==> config.mk <==
export PLATFORM = sky130hd
export DESIGN_NAME = repeating_alarm_timer
export DESIGN_NICKNAME = d
export VERILOG_FILES = /design/src/rat_pkg.sv /design/src/rat_cfg_regs.sv /design/src/rat_core.sv /design/src/repeating_alarm_timer.sv
export SDC_FILE = /design/constraint.sdc
export NUM_CORES = 1
export LEC_CHECK = 0
export ABC_AREA = 1
export CAP_MARGIN = 30
export CORE_MARGIN = 3
export CORE_UTILIZATION = 30
export DETAILED_ROUTE_END_ITERATION = 12
export DONT_BUFFER_PORTS = 1
export SETUP_SLACK_MARGIN = 0.02
export SYNTH_ARGS = -nofsm -noshare
export SYNTH_HDL_FRONTEND = slang
export SYNTH_SLANG_ARGS = --single-unit
==> constraint.sdc <==
create_clock -name clk -period 5.4 [get_ports clk]
set_input_delay 0.27 -clock clk [delete_from_list [all_inputs] [get_ports clk]]
set_output_delay 0.27 -clock clk [all_outputs]
set_load 0.02 [all_outputs]
==> src/rat_pkg.sv <==
// Shared types and codes for the repeating alarm timer.
// Used by every module of the block; depends on nothing.
package rat_pkg;

  localparam int unsigned MsPerSecond = 1000;

  typedef enum logic [2:0] {
    OP_CHECK  = 3'd0,
    OP_DEFINE = 3'd1,
    OP_START  = 3'd2,
    OP_PAUSE  = 3'd3,
    OP_FINISH = 3'd4,
    OP_CLEAR  = 3'd5
  } op_t;

  typedef enum logic [1:0] {
    UNIT_SEC  = 2'd0,
    UNIT_MSEC = 2'd1,
    UNIT_USEC = 2'd2
  } unit_t;

  typedef enum logic [1:0] {
    REG_PERIOD       = 2'd0,
    REG_REPEAT_COUNT = 2'd1,
    REG_TIME_UNIT    = 2'd2
  } reg_idx_t;

  typedef struct packed {
    logic [2:0]  operation;
    logic [31:0] now_ms;
    logic [31:0] now_us;
  } in_item_t;

  typedef struct packed {
    logic               fired;
    logic signed [15:0] remaining;
    logic [2:0]         phase;
  } out_item_t;

  // Live configuration; period_ms holds period scaled to milliseconds for seconds mode.
  typedef struct packed {
    logic [31:0]        period;
    logic [41:0]        period_ms;
    logic signed [15:0] repeat_count;
    logic [1:0]         time_unit;
  } cfg_t;

endpackage

==> src/rat_cfg_regs.sv <==
// Configuration registers of the repeating alarm timer.
// Depends on rat_pkg for the register indexes and the cfg_t struct.
module rat_cfg_regs
  import rat_pkg::*;
(
  input  logic        clk,
  input  logic        rst_n,
  input  logic        cfg_we,
  input  logic [1:0]  cfg_index,
  input  logic [31:0] cfg_wdata,
  output cfg_t        cfg
);

  cfg_t        cfg_r;
  logic [41:0] wdata_ext;
  logic [41:0] wdata_x1000;

  // Times 1000 as 1024 - 16 - 8; cannot overflow 42 bits.
  assign wdata_ext   = {10'd0, cfg_wdata};
  assign wdata_x1000 = (wdata_ext << 10) - (wdata_ext << 4) - (wdata_ext << 3);

  always_ff @(posedge clk) begin
    if (!rst_n) begin
      cfg_r.period       <= 32'd0;
      cfg_r.period_ms    <= 42'd0;
      cfg_r.repeat_count <= 16'sd1;
      cfg_r.time_unit    <= UNIT_MSEC;
    end else if (cfg_we) begin
      case (cfg_index)
        REG_PERIOD: begin
          cfg_r.period    <= cfg_wdata;
          cfg_r.period_ms <= wdata_x1000;
        end
        REG_REPEAT_COUNT: cfg_r.repeat_count <= cfg_wdata[15:0];
        REG_TIME_UNIT:    cfg_r.time_unit    <= cfg_wdata[1:0];
        default: ;
      endcase
    end
  end

  assign cfg = cfg_r;

  a_scaled_period: assert property (@(posedge clk) disable iff (!rst_n)
    cfg_we && cfg_index == REG_PERIOD |=>
      cfg_r.period_ms == 42'(cfg_r.period) * 42'(MsPerSecond))
    else $error("scaled period does not match period");

endmodule

==> src/rat_core.sv <==
// Command decode and alarm state of the repeating alarm timer.
// Depends on rat_pkg; state advances once per enabled transaction.
module rat_core
  import rat_pkg::*;
(
  input  logic      clk,
  input  logic      rst_n,
  input  logic      en,
  input  in_item_t  item,
  input  cfg_t      cfg,
  output out_item_t result
);

  typedef enum logic [2:0] {
    PH_UNDEFINED = 3'd0,
    PH_READY     = 3'd1,
    PH_RUNNING   = 3'd2,
    PH_PAUSED    = 3'd3,
    PH_FINISHED  = 3'd4
  } phase_t;

  phase_t             phase_r, phase_nxt;
  logic [31:0]        ref_r, ref_nxt;
  logic signed [15:0] repeats_r, repeats_nxt;

  logic [31:0] stamp;
  logic [31:0] diff_ms;
  logic [31:0] diff_us;
  logic        due;
  logic        fired;

  assign diff_ms = item.now_ms - ref_r;
  assign diff_us = item.now_us - ref_r;
  assign stamp   = (cfg.time_unit == UNIT_USEC) ? item.now_us : item.now_ms;

  // Seconds mode: floor(diff / 1000) >= period is the same as diff >= period * 1000.
  always_comb begin
    case (cfg.time_unit)
      UNIT_SEC:  due = {10'd0, diff_ms} >= cfg.period_ms;
      UNIT_MSEC: due = diff_ms >= cfg.period;
      UNIT_USEC: due = diff_us >= cfg.period;
      default:   due = 1'b0;
    endcase
  end

  always_comb begin
    phase_nxt   = phase_r;
    ref_nxt     = ref_r;
    repeats_nxt = repeats_r;
    fired       = 1'b0;
    case (item.operation)
      OP_CHECK: begin
        if (phase_r == PH_RUNNING && due) begin
          fired   = 1'b1;
          ref_nxt = stamp;
          if (repeats_r > 16'sd0) begin
            repeats_nxt = repeats_r - 16'sd1;
            if (repeats_r == 16'sd1) begin
              phase_nxt = PH_FINISHED;
            end
          end
        end
      end
      OP_DEFINE: begin
        phase_nxt   = PH_READY;
        repeats_nxt = cfg.repeat_count;
      end
      OP_START: begin
        if (phase_r inside {PH_READY, PH_PAUSED, PH_FINISHED}) begin
          phase_nxt = PH_RUNNING;
          if (phase_r == PH_FINISHED) begin
            repeats_nxt = cfg.repeat_count;
          end
          // An unknown time unit still starts but keeps the old reference.
          if (cfg.time_unit inside {UNIT_SEC, UNIT_MSEC, UNIT_USEC}) begin
            ref_nxt = stamp;
          end
        end
      end
      OP_PAUSE: begin
        if (phase_r == PH_RUNNING) begin
          phase_nxt = PH_PAUSED;
        end
      end
      OP_FINISH: begin
        phase_nxt   = PH_FINISHED;
        repeats_nxt = 16'sd0;
      end
      OP_CLEAR: begin
        if (phase_r != PH_RUNNING) begin
          phase_nxt = PH_UNDEFINED;
        end
      end
      default: ;
    endcase
  end

  always_ff @(posedge clk) begin
    if (!rst_n) begin
      phase_r   <= PH_UNDEFINED;
      ref_r     <= 32'd0;
      repeats_r <= 16'sd0;
    end else if (en) begin
      phase_r   <= phase_nxt;
      ref_r     <= ref_nxt;
      repeats_r <= repeats_nxt;
    end
  end

  assign result.fired     = fired;
  assign result.remaining = (phase_nxt == PH_RUNNING) ? repeats_nxt : 16'sd0;
  assign result.phase     = phase_nxt;

  a_fire_on_check: assert property (@(posedge clk) disable iff (!rst_n)
    en && fired |-> item.operation == OP_CHECK && phase_r == PH_RUNNING)
    else $error("alarm fired outside a running check");

  a_finished_empty: assert property (@(posedge clk) disable iff (!rst_n)
    phase_r == PH_FINISHED |-> repeats_r == 16'sd0)
    else $error("finished alarm still holds repeats");

  a_fire_rearms: assert property (@(posedge clk) disable iff (!rst_n)
    en && fired |=> ref_r == $past(stamp))
    else $error("firing did not take a new reference");

endmodule

==> src/repeating_alarm_timer.sv <==
// Repeating alarm timer top level: input register, alarm core, result register.
// Depends on rat_pkg, rat_cfg_regs and rat_core.
//
// Usage:
//   Input channel (in_valid, in_stall, in_data) carries one command per
//   transaction with the current millisecond and microsecond timestamps.
//   Result channel (out_valid, out_stall, out_data) returns exactly one
//   result per command: fired flag, remaining repeats and phase after it.
//   The configuration port (cfg_we, cfg_index, cfg_wdata) writes period,
//   repeat count and time unit; write it only while no command is in flight.
// Order: an accepted command waits in the input register; when it advances, its
//   result is loaded into the result register, which holds it while stalled.
// Throughput: one command per cycle while the result is not stalled; the command
//   logic is one registered pass between the input register and the result register.
// Reset: synchronous, active low; the alarm returns to the undefined phase
//   with cleared reference and counter, and the configuration registers take their defaults.
// Stall: a stalled result holds; the input register still takes one more
//   command, and only then is in_stall raised.
module repeating_alarm_timer
  import rat_pkg::*;
(
  input  logic      clk,
  input  logic      rst_n,
  input  logic      in_valid,
  output logic      in_stall,
  input  in_item_t  in_data,
  output logic      out_valid,
  input  logic      out_stall,
  output out_item_t out_data,
  input  logic        cfg_we,
  input  logic [1:0]  cfg_index,
  input  logic [31:0] cfg_wdata
);

  cfg_t      cfg;
  in_item_t  in_data_r;
  logic      in_valid_r;
  out_item_t out_data_r;
  logic      out_valid_r;
  out_item_t result;
  logic      in_accept;
  logic      advance;

  assign advance   = in_valid_r && (!out_valid_r || !out_stall);
  assign in_stall  = in_valid_r && !advance;
  assign in_accept = in_valid && !in_stall;

  rat_cfg_regs u_cfg (
    .clk       (clk),
    .rst_n     (rst_n),
    .cfg_we    (cfg_we),
    .cfg_index (cfg_index),
    .cfg_wdata (cfg_wdata),
    .cfg       (cfg)
  );

  rat_core u_core (
    .clk    (clk),
    .rst_n  (rst_n),
    .en     (advance),
    .item   (in_data_r),
    .cfg    (cfg),
    .result (result)
  );

  always_ff @(posedge clk) begin
    if (!rst_n) begin
      in_valid_r  <= 1'b0;
      out_valid_r <= 1'b0;
    end else begin
      if (in_accept) begin
        in_valid_r <= 1'b1;
      end else if (advance) begin
        in_valid_r <= 1'b0;
      end
      if (advance) begin
        out_valid_r <= 1'b1;
      end else if (!out_stall) begin
        out_valid_r <= 1'b0;
      end
    end
  end

  always_ff @(posedge clk) begin
    if (in_accept) begin
      in_data_r <= in_data;
    end
    if (advance) begin
      out_data_r <= result;
    end
  end

  assign out_valid = out_valid_r;
  assign out_data  = out_data_r;

  a_stall_only_full: assert property (@(posedge clk) disable iff (!rst_n)
    in_stall |-> in_valid_r && out_valid_r && out_stall)
    else $error("input stalled while the pipeline has room");

  a_no_lost_result: assert property (@(posedge clk) disable iff (!rst_n)
    out_valid_r && out_stall |=> out_valid_r && out_data_r == $past(out_data_r))
    else $error("stalled result was overwritten or dropped");

endmodule

### Word level (Yosys, flattened, before mapping)

Cells that the tools add are included.
Widths: inputs -> output; s select.

* $lt $le $gt $ge: 4
* equal/unequal tests: 20
* muxes and demuxes: 23
* reductions and logical operators: 20
* add/sub/neg operators: 5

Operators by type and width (count)
* $mux 32: 4
* $ge 32x32->1: 2
* $mux 16: 4
* $pmux 16 s4: 1
* $pmux 32 s2: 1
* $sub 32x32->32: 2
* $ge 32x42->1: 1
* $sub 42x35->42: 1
* $sub 42x36->42: 1
* $mux 3: 6
* $pmux 3 s6: 1
* $eq 16x2->1 const B: 1
* $gt 16x1->1 const B: 1
* $sub 16x2->16 const B: 1
* $eq 3x2->1 const B: 5
* $eq 3x3->1 const B: 3
* $ne 2x1->1 const B: 4
* $eq 3x1->1 const B: 2
* $reduce_and 2->1: 3
* $reduce_bool 3->1: 2
* $mux 1: 5
* $reduce_and 5->1: 1
* $eq 2x1->1 const B: 2
* $eq 2x2->1 const B: 2
* other kinds (8): 16

* logic and storage cells: 87
* flip-flop bits (word level): 232
* output and inout bits: 22
* input bits: 106

### Logic depth before layout (Yosys ltp)

* depth after elaboration: 8
* depth in mapped cells: 37
* gate-level depth less buffers: 36

### Hierarchy

From an unflattened synthesis, not the netlist that was laid out.

* cell total of the unflattened synthesis: 2826
* area, all modules: 19238.5 µm²

Modules (own cells, without submodules)
* rat_core: cells each 1657, times used 1, seq. area each 1021.0 µm², area an instance 9673.0 µm²
* rat_cfg_regs: cells each 1069, times used 1, seq. area each 1761.7 µm², area an instance 6857.8 µm²
* repeating_alarm_timer: cells each 100, times used 1, seq. area each 2652.5 µm², area an instance 2707.6 µm²

### Worst setup path before layout

OpenSTA, ideal clock, no wires.

* kind: reg-to-reg
* from: reg in_data_r[34] (netlist name)
* to: reg out_data_r (netlist bit out_data[10]) (data pin)
* library setup time: 0.255 ns
* cell stages (with the launch flop): 30
* required time: 5.145 ns
* path buffers: 1
* path slack: 1.521 ns
* arrival: 3.625 ns
* clock period less this slack: 3.879 ns
* cells stage by stage: edfxtp_1 ha_1 a21oi_1 nand2_1 nand2_1 nand2_1 a21boi_1 o21ai_0 a21oi_1 o21ai_1 nand2_1 nand2_1 xor2_1 ha_1 nand2_1 nor2_1 nand4_1 a21oi_1 nor2_1 nand2_1 nand2_1 nand3_2 nand3_1 nand2_1 nand2_1 nand2_1 nand2_2 nand2_4 buf_6 nor2_1

* longest elaborated chain between the ends: 7
* elaborated cells between the ends (all ways): 10
* classes of those cells: add/sub (1); order compare (2); eq/ne (1); mux (5); reduce/logical (1)

RTL lines
* start, declared: RTL line repeating_alarm_timer.sv:36 `in_item_t in_data_r;`
* start signal, assigned: RTL line repeating_alarm_timer.sv:86 `in_data_r <= in_data;`
* $sub 32x32->32 *: RTL line rat_core.sv:32 `assign diff_ms = item.now_ms - ref_r;`
* $ge 32x42->1 or $ge 32x32->1 (tied branches): RTL line rat_core.sv:39, rat_core.sv:40
* $pmux 1 s3 *: RTL line rat_core.sv:38 `case (cfg.time_unit)`
* $logic_and 1x1->1 *: RTL line rat_core.sv:53 `if (phase_r == PH_RUNNING && due) begin`
* $mux 3: RTL line rat_core.sv:53
* $pmux 3 s6: RTL line rat_core.sv:51 `case (item.operation)`
* $eq 3x2->1: RTL line rat_core.sv:111 `assign result.remaining = (phase_nxt == PH_RUNNING) ? repeats_nxt : 16'sd0;`
* end signal, assigned: RTL line repeating_alarm_timer.sv:89 `out_data_r <= result;`
* end, declared: RTL line repeating_alarm_timer.sv:38 `out_item_t out_data_r;`

Mark *: on every way between the ends. The rest lies on a longest branch, timed or not.
A chain may end at the register's enable or synchronous reset.

### Worst setup path after layout

* from: reg in_data_r[34] (netlist name)
* to: reg u_core.ref_r[26]

* longest elaborated chain between the ends: 6
* elaborated cells between the ends (all ways): 7
* classes of those cells: add/sub (1); order compare (2); eq/ne (1); mux (1); reduce/logical (2)

RTL lines
* $sub 32x32->32 *: RTL line rat_core.sv:32
* $ge 32x42->1 or $ge 32x32->1 (tied branches): RTL line rat_core.sv:39, rat_core.sv:40
* $pmux 1 s3 *: RTL line rat_core.sv:38
* $logic_and 1x1->1 *: RTL line rat_core.sv:53
* $ne 2x1->1 (no line) *
* $reduce_and 5->1 (no line) *
* end signal, assigned: RTL line rat_core.sv:105 `ref_r <= ref_nxt;`
* end, declared: RTL line rat_core.sv:23 `logic [31:0] ref_r, ref_nxt;`

Marked as above.

==> flow_metrics.tcl <==
set metrics [dict create \
    drt_iter0_drc 1252 \
    clk_pin_slew_ns 0.06 \
    tightest_slew_ns 0.8768 \
    cts-root-buf "clkbuf_16" \
    power.static_leakage_nw 9.490 \
    grt_pass1_vias 15450 \
    ys.flop_type "dfxtp_1" \
    yosysWarnings 0 \
    dieArea_um2 63330 \
    syn-cell-area_um2 18100 \
    cts_buffers 27 \
    startpoint_type "register" \
    dp_hpwl_um 41070 \
    rows 89 \
    wl_um 52710 \
    relSlewSlack_pct 41.55 \
    dp.cells 3271 \
    ys_async_sr_fraction_pct 0 \
    outcome "complete, no violations" \
    postCtsSetupBuffers 0 \
    antennaDiodeCount 0 \
    arrival_ns 5.28 \
    critPathMaxStageDelay_ns 0.41 \
    power_frac_comb_pct 33.1 \
    swShare_pct 35.65 \
    switchingPower_w 0.002007 \
    firstDrtPassIters 5 \
    synth_xor_area_share_pct 4.209 \
    skew_ns 0.02959 \
    layout_commonest_cell "nand2_1" \
    max-cap-violations 0 \
    grt_max_degree 105 \
    die_y_um 251.7 \
    die_w_um 251.7 \
    clkLatencyLatePin_ns 0.57 \
    postCtsHoldBufs 98 \
    seqPwrFrac_pct 34.8 \
    pin_count 128 \
    ant_nets 0 \
    vias 16350 \
    drive_gt1_share_pct 2.986 \
    layout_common_cells "nand2_1, inv_1, nor2_1, a21oi_1, ha_1" \
    synthMuxAreaShare_pct 0 \
    gp_congestion 0.9205 \
    start_util_pct 30.50 \
    p_int_w 0.003624 \
    syn_inst 2546 \
    port_buffers 0 \
    coreArea_um2 59350 \
    worst_setup_path_end_kind "register" \
    min_path_type "in2reg" \
    required_ns 5.86 \
    syn_area_per_cell_um2 7.111 \
    avgRoutedWirePerCell_um 15.42 \
    hold_viol 0 \
    synth-simple-area-share_pct 23.43 \
    drv_slew 0 \
    tritoncts "yes" \
    min_period_over_period_pct 89.23 \
    tns_ns 0 \
    holdWs_ns 0.01129 \
    ys_ff_latch 228 \
    viasPerCell 4.783 \
    clock_path_buffers 3 \
    setup_violations 0 \
    cts_sinks 228 \
    utilization_pct 35.03 \
    fmax_mhz 207.5 \
    grt_pass1_wl_um 84570 \
    area_growth_pct 14.83 \
    finalNonFillerCells 3419 \
    cp_max_fo 52 \
    drc 0 \
    cp_slowest_cell "edfxtp_1" \
    synth-compound-area-share_pct 16.14 \
    syn-num-nets 2882 \
    p_clk_share_pct 32.1 \
    crit_top_cell "nand2_1" \
    yosys.area_share.adder_pct 17.01 \
    ys_seq_area_share_pct 30.02 \
    vdd_ir_drop_max_mv 0.2269 \
    final_nets 2961 \
    h-tree-depth 1 \
    grtUsageTotal_pct 16.42 \
    critical_path_class "reg2reg" \
    min_period_ns 4.818 \
    cts_resized 0 \
    synth_top_family_by_area "simple AND/OR/NAND/NOR gates" \
    rsz0062_at_grt "no" \
    overflow 0 \
    ys_types 51 \
    synth_edf_count 87 \
    pwr_density_cell_nw_per_um2 270.9 \
    antenna_found_initial 0 \
]
==> state kept, by name, summed over array words and instances (netlist names) <==
register	count
u_core.repeats_r	16
out_valid	1
u_cfg.cfg	88
in_data_r	67
u_core.ref_r	32
out_data	20
u_core.phase_r	3
in_valid_r	1
==> cell families (layout without fill, tap and decap cells) <==
kind of cell | Yosys count | in the layout
AOI/OAI and AO/OA | 536 | 536
buffers and inverters | 433 | 533
adders and majority gates | 230 | 230
xor gates and xnor gates | 87 | 87
DFF | 228 | 228
and+or+nand+nor | 1032 | 1032
==> per-stage QoR <==
stage | instance area [µm²] | setup WS [ns] | power (W)
floorplan | 18100 | 1.521 | 0.003328
global placement | 18910 | 0.6984 | 0.003764
detailed placement | 18910 | 0.6455 | 0.003770
CTS | 20790 | 0.6076 | 0.005691
global route | 20790 | 0.03292 | 0.006061
finish | 20790 | 0.5817 | 0.005632
==> area by class of cell <==
type,instances,area (µm²)
inverter,376,1411
tap,773,967.2
multi-input combinational,1885,11020
timing repair buffer,107,1079
fill,6366,38560
clock inverter,12,102.6
sequential,228,5435
clock buffer,38,777.0
==> worst max-delay path: cells and delay by family, from the launching register on <==
kind | cells | cell delay, ns
flops | 1 | 0.41
xor+xnor | 1 | 0.26
fa+ha+maj | 2 | 0.67
simple gates | 17 | 1.75
buf+inv | 1 | 0.26
compound gates | 7 | 1.34
==> synthesized netlist by cell type (all sizes together), types with 20 or more instances <==
library cell	number	area, µm²
a21oi	262	1311
clkbuf	42	157.7
dfxtp	141	2823
edfxtp	87	2613
fa	27	540.5
ha	203	2540
inv	374	1404
nand2	585	2231
nand3	93	475.5
nand4	25	171.4
nor2	278	1054
nor3	30	171.4
o21ai	185	929.6
xnor2	20	175.2
xor2	67	586.8
==> worst paths after layout <==
path,slack (ns),cells past startpoint,to,start
worst max register to register,0.58,28,u_core.ref_r[26]$_SDFFE_PN0P_,in_data_r[34]$_DFFE_PP_
worst min register to register,0.47,2,u_cfg.cfg[3]$_SDFFE_PN0P_,u_cfg.cfg[3]$_SDFFE_PN0P_
worst min-delay path,0.01,2,u_cfg.cfg[12]$_SDFFE_PN0P_,cfg_wdata[10]
worst max-delay path,0.58,28,u_core.ref_r[26]$_SDFFE_PN0P_,in_data_r[34]$_DFFE_PP_
==> power by group through the flow <==
stage | Combinational (W) | Clock, W | Sequential [W]
floorplan | 0.00136 | 0 | 0.00197
global placement | 0.00177 | 0 | 0.00200
detailed placement | 0.00177 | 0 | 0.00200
CTS | 0.00186 | 0.00187 | 0.00196
global route | 0.00215 | 0.00194 | 0.00197
finish | 0.00186 | 0.00181 | 0.00196
==> routing by layer <==
layer / GRT usage (%) / part of all wire [%] / vias up
li1: - / - / 8544
met1: 21.80 / 46 / 7357
met2: 28.74 / 48 / 383
met3: 1.742 / 4.3 / 68
met4: 3.796 / 2.2 / 0
met5: 0 / 0 / -
Note: power is estimated with default switching activity, not from simulation.
